$ cat config.mk
export PLATFORM = sky130hd
export DESIGN_NAME = address_reservation_table_top
export DESIGN_NICKNAME = d
export VERILOG_FILES = /design/src/hw/rtl/art_pkg.sv /design/src/hw/rtl/art_table.sv /design/src/hw/rtl/art_match.sv /design/src/hw/rtl/art_seq.sv /design/src/hw/rtl/address_reservation_table_top.sv
export SDC_FILE = /design/constraint.sdc
export NUM_CORES = 2
export LEC_CHECK = 0
export BUFFER_PORTS_ARGS = -buffer_cell sky130_fd_sc_hd__buf_2
export CAP_MARGIN = 20
export CELL_PAD_IN_SITES_DETAIL_PLACEMENT = 0
export CELL_PAD_IN_SITES_GLOBAL_PLACEMENT = 1
export CORE_MARGIN = 8
export CORE_UTILIZATION = 44
export DETAILED_ROUTE_END_ITERATION = 16
export HOLD_SLACK_MARGIN = 0.08
export PLACE_DENSITY_LB_ADDON = 0.1
export SYNTH_ARGS = -nofsm -noshare
export SYNTH_HDL_FRONTEND = slang
export SYNTH_HIERARCHICAL = 1
export SYNTH_SLANG_ARGS = --single-unit
$ cat constraint.sdc
create_clock -name clk -period 14.3 [get_ports clk]
set_clock_uncertainty 0.2 [all_clocks]
set_input_delay 2.86 -clock clk [delete_from_list [all_inputs] [get_ports clk]]
set_output_delay 2.86 -clock clk [all_outputs]
set_load 0.02 [all_outputs]
$ cat src/hw/rtl/art_pkg.sv
`timescale 1ns / 1ps
`default_nettype none
// ----------------------------------------------------------------------------
// art_pkg: shared types and constants of the address reservation table
// Holds the word formats of both channels, the table entry format, the result
// codes and the sequencer states.
// ----------------------------------------------------------------------------
package art_pkg;

    // Table geometry and page size.
    localparam int MAX_ENTRIES = 16;
    localparam int PAGE_SHIFT  = 12;

    localparam int IDX_W = (MAX_ENTRIES > 1) ? $clog2(MAX_ENTRIES) : 1;
    localparam int CNT_W = $clog2(MAX_ENTRIES + 1);

    localparam int ADDR_W = 32;
    localparam int LEN_W  = 33;

    localparam logic [ADDR_W-1:0] PAGE_MASK = ADDR_W'((64'd1 << PAGE_SHIFT) - 64'd1);
    localparam logic [35:0]       TOP_OF_SPACE = 36'h1_0000_0000;

    localparam logic [IDX_W-1:0] LAST_IDX = IDX_W'(MAX_ENTRIES - 1);
    localparam logic [CNT_W-1:0] FULL_CNT = CNT_W'(MAX_ENTRIES);

    // Result codes.
    localparam logic [2:0] RC_COVERED  = 3'd0;
    localparam logic [2:0] RC_MERGED   = 3'd1;
    localparam logic [2:0] RC_APPENDED = 3'd2;
    localparam logic [2:0] RC_WIDENED  = 3'd3;
    localparam logic [2:0] RC_DONE     = 3'd4;

    // Operation codes.
    localparam logic OP_ADD   = 1'b0;
    localparam logic OP_QUERY = 1'b1;

    typedef struct packed {
        logic              opcode;
        logic [ADDR_W-1:0] start_addr;
        logic [LEN_W-1:0]  length;
    } req_word_t;

    typedef struct packed {
        logic [2:0]       result_code;
        logic [LEN_W-1:0] overlap_end;
    } rsp_word_t;

    // One reserved range as stored in the table.
    typedef struct packed {
        logic [ADDR_W-1:0] begin_addr;
        logic [LEN_W-1:0]  size;
    } entry_t;

    // Write request from the sequencer to the table.
    typedef struct packed {
        logic             en;
        logic [IDX_W-1:0] addr;
        entry_t           data;
    } tbl_wr_t;

    // Outcome of comparing the current item against one entry.
    typedef struct packed {
        logic             covered;
        logic             abut_after;
        logic             abut_before;
        logic             overlap;
        logic [33:0]      entry_end;
        logic [LEN_W-1:0] grown_size;
    } match_t;

    typedef enum logic [3:0] {
        ST_IDLE,
        ST_PREP,
        ST_CHECK,
        ST_WALK,
        ST_EVAL,
        ST_WRITE,
        ST_HULL,
        ST_HULL_WR,
        ST_RESP
    } state_t;

endpackage
`default_nettype wire

$ cat src/hw/rtl/art_table.sv
`timescale 1ns / 1ps
`default_nettype none
// ----------------------------------------------------------------------------
// art_table: entry storage
// One write port and one read port with registered read data.
// ----------------------------------------------------------------------------
module art_table
    import art_pkg::*;
(
    input  wire logic             clk,
    input  wire tbl_wr_t          wr,
    input  wire logic [IDX_W-1:0] rd_addr,
    output entry_t                rd_data
);

    entry_t mem [MAX_ENTRIES];

    // Write port.
    always_ff @(posedge clk)
    begin
        if (wr.en)
        begin
            mem[wr.addr] <= wr.data;
        end
    end

    // Registered read port.
    always_ff @(posedge clk)
    begin
        rd_data <= mem[rd_addr];
    end

endmodule
`default_nettype wire

$ cat src/hw/rtl/art_match.sv
`timescale 1ns / 1ps
`default_nettype none
// ----------------------------------------------------------------------------
// art_match: shared compare unit
// Compares the current range against one table entry and forms the entry end
// and the grown size used by a merge.
// ----------------------------------------------------------------------------
module art_match
    import art_pkg::*;
(
    input  wire entry_t            entry,
    input  wire logic [ADDR_W-1:0] page_begin,
    input  wire logic [LEN_W-1:0]  page_end,
    input  wire logic [LEN_W-1:0]  page_size,
    input  wire logic [ADDR_W-1:0] query_begin,
    input  wire logic [33:0]       query_end,
    output match_t                 res
);

    logic [33:0] ee;

    // Entry end, one add.
    assign ee = 34'(entry.begin_addr) + 34'(entry.size);

    // Compares against the entry bounds.
    always_comb
    begin
        res.entry_end   = ee;
        res.covered     = (page_begin >= entry.begin_addr) && (34'(page_end) <= ee);
        res.abut_after  = (ee == 34'(page_begin));
        res.abut_before = (LEN_W'(entry.begin_addr) == page_end);
        res.overlap     = (34'(entry.begin_addr) < query_end) && (ee > 34'(query_begin));
        res.grown_size  = entry.size + page_size;
    end

endmodule
`default_nettype wire

$ cat src/hw/rtl/art_seq.sv
`timescale 1ns / 1ps
`default_nettype none
// ----------------------------------------------------------------------------
// art_seq: item sequencer
// Widens an add to whole pages, walks the table one entry at a time through
// the shared compare unit, then merges, appends, widens or answers a query.
// ----------------------------------------------------------------------------
module art_seq
    import art_pkg::*;
(
    input  wire logic      clk,
    input  wire logic      rst_n,
    input  wire logic      req_valid,
    input  wire req_word_t req_word,
    input  wire logic      rsp_ready,
    input  wire entry_t    rd_data,
    input  wire match_t    cmp,
    output logic           busy,
    output logic           done,
    output rsp_word_t      result,
    output logic [IDX_W-1:0] rd_addr,
    output tbl_wr_t        wr,
    output logic [ADDR_W-1:0] page_begin,
    output logic [LEN_W-1:0]  page_end,
    output logic [LEN_W-1:0]  page_size,
    output logic [ADDR_W-1:0] query_begin,
    output logic [33:0]       query_end
);

    state_t state_reg, state_next;

    logic              op_reg, op_next;
    logic [ADDR_W-1:0] addr_reg, addr_next;
    logic [LEN_W-1:0]  len_reg, len_next;
    logic [ADDR_W-1:0] b_reg, b_next;
    logic [34:0]       l_reg, l_next;
    logic [LEN_W-1:0]  e_reg, e_next;
    logic [33:0]       qe_reg, qe_next;
    logic [CNT_W-1:0]  idx_reg, idx_next;
    logic [CNT_W-1:0]  count_reg, count_next;
    logic [2:0]        code_reg, code_next;
    logic [LEN_W-1:0]  ovl_reg, ovl_next;
    logic              append_reg, append_next;
    logic [IDX_W-1:0]  wr_addr_reg, wr_addr_next;
    entry_t            wr_data_reg, wr_data_next;
    logic [ADDR_W-1:0] nb_reg, nb_next;
    logic [33:0]       ne_reg, ne_next;

    logic        start;
    logic        walk_more;
    logic        table_full;
    logic [35:0] e_full;

    assign start      = req_valid && (state_reg == ST_IDLE);
    assign walk_more  = (idx_reg < count_reg);
    assign table_full = (count_reg == FULL_CNT);
    assign e_full     = 36'(b_reg) + 36'(l_reg);

    // Operands of the compare unit.
    assign page_begin  = b_reg;
    assign page_end    = e_reg;
    assign page_size   = l_reg[LEN_W-1:0];
    assign query_begin = addr_reg;
    assign query_end   = qe_reg;

    // Next state.
    always_comb
    begin
        state_next = state_reg;
        unique case (state_reg)
            ST_IDLE:
            begin
                if (start)
                begin
                    state_next = ST_PREP;
                end
            end
            ST_PREP:
            begin
                state_next = ST_CHECK;
            end
            ST_CHECK:
            begin
                if ((op_reg == OP_ADD) && (e_full > TOP_OF_SPACE))
                begin
                    state_next = ST_RESP;
                end
                else
                begin
                    state_next = ST_WALK;
                end
            end
            ST_WALK:
            begin
                if (walk_more)
                begin
                    state_next = ST_EVAL;
                end
                else if (op_reg == OP_QUERY)
                begin
                    state_next = ST_RESP;
                end
                else if (!table_full)
                begin
                    state_next = ST_WRITE;
                end
                else
                begin
                    state_next = ST_HULL;
                end
            end
            ST_EVAL:
            begin
                if (op_reg == OP_QUERY)
                begin
                    state_next = cmp.overlap ? ST_RESP : ST_WALK;
                end
                else if (cmp.covered)
                begin
                    state_next = ST_RESP;
                end
                else if (cmp.abut_after || cmp.abut_before)
                begin
                    state_next = ST_WRITE;
                end
                else
                begin
                    state_next = ST_WALK;
                end
            end
            ST_WRITE:
            begin
                state_next = ST_RESP;
            end
            ST_HULL:
            begin
                state_next = ST_HULL_WR;
            end
            ST_HULL_WR:
            begin
                state_next = ST_RESP;
            end
            ST_RESP:
            begin
                if (rsp_ready)
                begin
                    state_next = ST_IDLE;
                end
            end
            default:
            begin
                state_next = ST_IDLE;
            end
        endcase
    end

    // Outputs of the sequencer.
    always_comb
    begin
        busy    = (state_reg != ST_IDLE);
        done    = (state_reg == ST_RESP);
        result.result_code = code_reg;
        result.overlap_end = ovl_reg;
        rd_addr = idx_reg[IDX_W-1:0];
        wr.en   = 1'b0;
        wr.addr = wr_addr_reg;
        wr.data = wr_data_reg;
        unique case (state_reg)
            ST_WALK:
            begin
                // Past the last valid entry, fetch the last slot for widening.
                rd_addr = walk_more ? idx_reg[IDX_W-1:0] : LAST_IDX;
            end
            ST_WRITE:
            begin
                wr.en = 1'b1;
            end
            ST_HULL_WR:
            begin
                wr.en              = 1'b1;
                wr.addr            = LAST_IDX;
                wr.data.begin_addr = nb_reg;
                wr.data.size       = LEN_W'(ne_reg - 34'(nb_reg));
            end
            default:
            begin
            end
        endcase
    end

    // Datapath registers.
    always_comb
    begin
        op_next      = op_reg;
        addr_next    = addr_reg;
        len_next     = len_reg;
        b_next       = b_reg;
        l_next       = l_reg;
        e_next       = e_reg;
        qe_next      = qe_reg;
        idx_next     = idx_reg;
        count_next   = count_reg;
        code_next    = code_reg;
        ovl_next     = ovl_reg;
        append_next  = append_reg;
        wr_addr_next = wr_addr_reg;
        wr_data_next = wr_data_reg;
        nb_next      = nb_reg;
        ne_next      = ne_reg;
        unique case (state_reg)
            ST_IDLE:
            begin
                if (start)
                begin
                    op_next   = req_word.opcode;
                    addr_next = req_word.start_addr;
                    len_next  = req_word.length;
                end
            end
            ST_PREP:
            begin
                // Page-align the begin and round the length up to whole pages.
                b_next      = addr_reg & ~PAGE_MASK;
                l_next      = (35'(addr_reg & PAGE_MASK) + 35'(len_reg) + 35'(PAGE_MASK))
                              & ~35'(PAGE_MASK);
                qe_next     = 34'(addr_reg) + 34'(len_reg);
                ovl_next    = '0;
                code_next   = RC_DONE;
                append_next = 1'b0;
            end
            ST_CHECK:
            begin
                e_next   = e_full[LEN_W-1:0];
                idx_next = '0;
            end
            ST_WALK:
            begin
                if (!walk_more && (op_reg == OP_ADD) && !table_full)
                begin
                    wr_addr_next            = count_reg[IDX_W-1:0];
                    wr_data_next.begin_addr = b_reg;
                    wr_data_next.size       = l_reg[LEN_W-1:0];
                    append_next             = 1'b1;
                    code_next               = RC_APPENDED;
                end
            end
            ST_EVAL:
            begin
                if (op_reg == OP_QUERY)
                begin
                    if (cmp.overlap)
                    begin
                        ovl_next = cmp.entry_end[LEN_W-1:0];
                    end
                    else
                    begin
                        idx_next = idx_reg + CNT_W'(1);
                    end
                end
                else if (cmp.covered)
                begin
                    code_next = RC_COVERED;
                end
                else if (cmp.abut_after)
                begin
                    wr_addr_next            = idx_reg[IDX_W-1:0];
                    wr_data_next.begin_addr = rd_data.begin_addr;
                    wr_data_next.size       = cmp.grown_size;
                    code_next               = RC_MERGED;
                end
                else if (cmp.abut_before)
                begin
                    wr_addr_next            = idx_reg[IDX_W-1:0];
                    wr_data_next.begin_addr = b_reg;
                    wr_data_next.size       = cmp.grown_size;
                    code_next               = RC_MERGED;
                end
                else
                begin
                    idx_next = idx_reg + CNT_W'(1);
                end
            end
            ST_WRITE:
            begin
                if (append_reg)
                begin
                    count_next = count_reg + CNT_W'(1);
                end
            end
            ST_HULL:
            begin
                // Hull of the last entry and the new range.
                nb_next   = (b_reg < rd_data.begin_addr) ? b_reg : rd_data.begin_addr;
                ne_next   = (34'(e_reg) > cmp.entry_end) ? 34'(e_reg) : cmp.entry_end;
                code_next = RC_WIDENED;
            end
            default:
            begin
            end
        endcase
    end

    // Control state.
    always_ff @(posedge clk or negedge rst_n)
    begin
        if (!rst_n)
        begin
            state_reg <= ST_IDLE;
            count_reg <= '0;
        end
        else
        begin
            state_reg <= state_next;
            count_reg <= count_next;
        end
    end

    // Payload state.
    always_ff @(posedge clk)
    begin
        op_reg      <= op_next;
        addr_reg    <= addr_next;
        len_reg     <= len_next;
        b_reg       <= b_next;
        l_reg       <= l_next;
        e_reg       <= e_next;
        qe_reg      <= qe_next;
        idx_reg     <= idx_next;
        code_reg    <= code_next;
        ovl_reg     <= ovl_next;
        append_reg  <= append_next;
        wr_addr_reg <= wr_addr_next;
        wr_data_reg <= wr_data_next;
        nb_reg      <= nb_next;
        ne_reg      <= ne_next;
    end

endmodule
`default_nettype wire

$ cat src/hw/rtl/address_reservation_table_top.sv
`timescale 1ns / 1ps
`default_nettype none
// ----------------------------------------------------------------------------
// address_reservation_table_top: table of reserved 32-bit address ranges
// Adds page-aligned reservations with merging, and answers overlap queries.
// ----------------------------------------------------------------------------
//
//   Channel  Direction  Handshake             Word
//   req      in         req_valid/req_stall   req_word_t (opcode, start_addr, length)
//   rsp      out        rsp_valid/rsp_stall   rsp_word_t (result_code, overlap_end)
//
// One word is in flight at a time; req_stall is high from acceptance until
// its result has moved into the output register.
// An item's time grows with the number of entries visited: the walk reads each
// entry through the single read port of the table, then compares it.
// Reset empties the table at once by clearing the entry count.
// A stalled result stays in the output register while the next word is
// already being worked on.
// ----------------------------------------------------------------------------
module address_reservation_table_top
    import art_pkg::*;
(
    input  wire logic      clk,
    input  wire logic      rst_n,
    input  wire logic      req_valid,
    output logic           req_stall,
    input  wire req_word_t req_word,
    output logic           rsp_valid,
    input  wire logic      rsp_stall,
    output rsp_word_t      rsp_word
);

    logic              seq_busy;
    logic              seq_done;
    rsp_word_t         seq_result;
    logic              slot_free;
    logic [IDX_W-1:0]  rd_addr;
    entry_t            rd_data;
    tbl_wr_t           wr;
    match_t            cmp;
    logic [ADDR_W-1:0] page_begin;
    logic [LEN_W-1:0]  page_end;
    logic [LEN_W-1:0]  page_size;
    logic [ADDR_W-1:0] query_begin;
    logic [33:0]       query_end;

    logic      rsp_valid_reg, rsp_valid_next;
    rsp_word_t rsp_word_reg, rsp_word_next;

    assign req_stall = seq_busy;
    assign slot_free = !rsp_valid_reg || !rsp_stall;

    art_table u_table (
        .clk     (clk),
        .wr      (wr),
        .rd_addr (rd_addr),
        .rd_data (rd_data)
    );

    art_match u_match (
        .entry       (rd_data),
        .page_begin  (page_begin),
        .page_end    (page_end),
        .page_size   (page_size),
        .query_begin (query_begin),
        .query_end   (query_end),
        .res         (cmp)
    );

    art_seq u_seq (
        .clk         (clk),
        .rst_n       (rst_n),
        .req_valid   (req_valid),
        .req_word    (req_word),
        .rsp_ready   (slot_free),
        .rd_data     (rd_data),
        .cmp         (cmp),
        .busy        (seq_busy),
        .done        (seq_done),
        .result      (seq_result),
        .rd_addr     (rd_addr),
        .wr          (wr),
        .page_begin  (page_begin),
        .page_end    (page_end),
        .page_size   (page_size),
        .query_begin (query_begin),
        .query_end   (query_end)
    );

    // Output register.
    always_comb
    begin
        rsp_valid_next = rsp_valid_reg;
        rsp_word_next  = rsp_word_reg;
        if (slot_free)
        begin
            rsp_valid_next = seq_done;
            if (seq_done)
            begin
                rsp_word_next = seq_result;
            end
        end
    end

    always_ff @(posedge clk or negedge rst_n)
    begin
        if (!rst_n)
        begin
            rsp_valid_reg <= 1'b0;
        end
        else
        begin
            rsp_valid_reg <= rsp_valid_next;
        end
    end

    always_ff @(posedge clk)
    begin
        rsp_word_reg <= rsp_word_next;
    end

    assign rsp_valid = rsp_valid_reg;
    assign rsp_word  = rsp_word_reg;

    // An accepted word always makes the block busy in the next cycle.
    assert property (@(posedge clk) disable iff (!rst_n)
        (req_valid && !req_stall) |=> req_stall)
        else $error("accepted word did not make the block busy");

    // A finished result is only offered while the block is busy.
    assert property (@(posedge clk) disable iff (!rst_n)
        seq_done |-> seq_busy)
        else $error("result offered while idle");

    // Result codes stay within the defined set.
    assert property (@(posedge clk) disable iff (!rst_n)
        rsp_valid |-> (rsp_word.result_code <= RC_DONE))
        else $error("undefined result code");

    // Only a query or a rejected add may report an overlap end.
    assert property (@(posedge clk) disable iff (!rst_n)
        (rsp_valid && (rsp_word.result_code != RC_DONE)) |-> (rsp_word.overlap_end == '0))
        else $error("add result carries an overlap end");

endmodule
`default_nettype wire

==> results.toml <==
[cells_and_area]
finalNetCount = 5205
mostFrequentLayoutCells = "edfxtp_1 (1415), nand2_1 (351), ha_1 (342)"
layout_commonest_cell = "edfxtp_1"
largest_reg_flops = 1040
layout-drive-gt1-share = 0.1684
syn2layout_area_growth_pct = 12.65

[cts]
cts_resized = 0
cts_tree = "built"
clock_path_buffers = 3
worstSkewPairLatency_ps = 800
cts_buffers = 158
path_clk_slew_ps = 60
post-cts-setup-buffer-count = 0
postCtsHoldBufs = 0
htreeDepth = 4
cts-root-buf = "clkbuf_16"
cts_sinks = 1490

[timing]
clock.fmax_mhz = 138.1
period_share = 0.5066
rsz0062_at_grt = "false"
worst_pin_slew_ps = 1179
hold_viol = 0
setup_violations = 0
drv_slew = 0
max-slew-margin-rel = 0.2139
finalCriticalPeriod_ps = 7244
worst_slack_ps = 7056
final.setup.tns_ps = 0
whs_ps = 191.5

[power]
leakage_nw = 28.27
power.density_nw_per_um2 = 231.5
ir_drop_uv = 196.0

[routing]
route.detailed.drc = 0
top_layer = "met4"
wl_met2_um = 92320
routed_wl_um = 190100
met3WireLength_um = 9762
viasPerCell = 5.640
routedLengthMet1_um = 84570
ant_nets = 0
first_iter_violations = 3857
wl_per_cell_um = 27.24
first_pass_iters = 5
vias = 39360

[critical_path]
end_kind = "flop"
crit_path_end = "u_seq/code_reg[1]$_SDFFCE_PP0P_"
cp.arrival_ps = 7460
critPathKind = "reg -> reg"
rrSetupSlack_ps = 7060
crit_path_start_kind = "flop"
r2r.worst_path.cells = 22
cp.required_ps = 14520
r2r_end = "u_seq/code_reg[1]$_SDFFCE_PP0P_"
worstPathMaxFanout = 7
crit_start = "u_table/rd_data[33]$_DFF_P_"
timing.rr.start = "u_table/rd_data[33]$_DFF_P_"

[floorplanning]
die_y_um = 410.7
dieArea_um2 = 168700
io_pins = 108
die_w_um = 410.7
start_util = 0.4409
coreArea_um2 = 155500
num_rows = 145

[run_status]
status = "finished clean"

[logic_synthesis]
synth_area_per_cell_um2 = 15.02
synth_edf_count = 1415
synth_cells = 4565
yosysSeqAreaShare = 0.6425
synthFlopType = "edfxtp_1"
synth-seq-cells = 1490
ys_warn_count = 6
syn_area_um2 = 68550
yosysUniqueCellTypes = 94
synth-async-reset-ratio = 0.006711

[placed_design]
place_ws_ps = 7277
dp.final_hpwl_um = 126200
gp_congestion = 0.8741
buffer_ports.inserted = 107

[global_routing]
grt_pass1_vias = 39080
grt_max_degree = 138
grtUsageTotal = 0.2202
grt_pass1_wl_um = 273200
grt.overflow.total = 0
antenna_found_initial = 2

[hold_path]
hp-start = "u_seq/ovl_reg[13]$_SDFFCE_PN0P_"
hp-class = "reg -> reg"

[job]
cap_violations = 0
synth_stat cells (16+ instances only):
cell type | number | area share
buf_6 | 16 | 0.0026
nor3_1 | 46 | 0.0034
edfxtp_1 | 1415 | 0.62
nor2_1 | 153 | 0.0084
buf_4 | 65 | 0.0071
nor4_1 | 18 | 0.0016
xnor2_1 | 135 | 0.017
a211oi_1 | 23 | 0.0025
o21ai_0 | 196 | 0.014
o211ai_1 | 16 | 0.0018
inv_1 | 294 | 0.016
a22oi_1 | 131 | 0.014
nor2b_1 | 45 | 0.0041
nand3_1 | 47 | 0.0034
nand2_1 | 353 | 0.019
dfxtp_1 | 65 | 0.019
and2_1 | 29 | 0.0026
ha_1 | 342 | 0.062
a21oi_1 | 178 | 0.013
o21a_1 | 22 | 0.0024
nand2b_1 | 33 | 0.0030
mux4_2 | 260 | 0.085
xor2_1 | 72 | 0.0092
mux2_2 | 23 | 0.0038
buf_2 | 24 | 0.0018
clkbuf_1 | 90 | 0.0049
and3_1 | 62 | 0.0057
nand4_1 | 45 | 0.0041
a21o_1 | 117 | 0.013
a31oi_1 | 20 | 0.0018
layer usage:
metal / up-vias / global-route usage
met5: - / 0
met2: 1041 / 0.3650
met4: 0 / 0.04901
met1: 20130 / 0.3109
met3: 211 / 0.03051
li1: 17970 / -
area by class of cell:
type,count,area [um^2]
Fill cell,13170,78260
Sequential cell,1490,44040
Multi-Input combinational cell,2610,22590
Clock buffer,198,4205
Tap cell,2058,2575
Timing Repair Buffer,233,1536
Clock inverter,90,1150
Inverter,295,1109
Antenna cell,4,10.01
logic make-up (layout without fill, tap and decap cells):
| family | after synthesis | after routing | synth area share |
|---|---|---|---|
| buffers and inverters | 500 | 816 | 0.03331 |
| DFF | 1490 | 1490 | 0.6425 |
| xor gates and xnor gates | 212 | 212 | 0.02793 |
| and+or+nand+nor | 901 | 901 | 0.06407 |
| muxes | 286 | 286 | 0.08964 |
| other | 1 | 40 | 0.00005471 |
| AOI/OAI and AO/OA | 827 | 827 | 0.07845 |
| adders and majority gates | 348 | 348 | 0.06403 |
through the flow:
stage                     cell area (um^2)    util  std cells  power [W]
after floorplan                      68680       -       4600    0.01111
after global placement               71790  0.4617       6679    0.01369
after detailed placement             71810  0.4619       6681    0.01368
after CTS                            77170  0.4963       6969    0.01795
after global routing                 77220  0.4966       6976    0.01887
final                                77220  0.4967       6978    0.01787
worst max-delay path, cell delays in order (launching register included):
cell and delay [ps]:
dfxtp_1 370, ha_1 250, fa_1 430, a211oi_1 470
o21ai_0 230, a31o_2 310, a31o_2 330, a31oi_1 340
o31ai_1 200, xor2_1 470, inv_1 90, ha_1 300
nor2b_1 130, o21ai_0 150, nand2b_1 70, a21oi_1 140
nor2b_1 50, o21ai_0 160, nand2b_1 130, nor4_1 270
o41a_1 550, a21oi_1 230, a2111oi_0 960
power by group:
part	switching [W]	internal, W	total, W
combinational	0.00478	0.00291	0.00768
sequential	0.000432	0.00555	0.00598
clock	0.00177	0.00244	0.00421
how the worst min path moves through the flow:
stage | end | slack, ps | depth (start not counted)
floorplan | rsp_word[0]$_DFFE_PP_ | 200 | 0
global placement | rsp_word[17]$_DFFE_PP_ | 200 | 0
detailed placement | rsp_word[22]$_DFFE_PP_ | 200 | 0
CTS | rsp_word[13]$_DFFE_PP_ | 180 | 0
global route | rsp_word[13]$_DFFE_PP_ | 190 | 0
finish | rsp_word[13]$_DFFE_PP_ | 190 | 0
No activity file was read; power rests on OpenSTA's default activity.
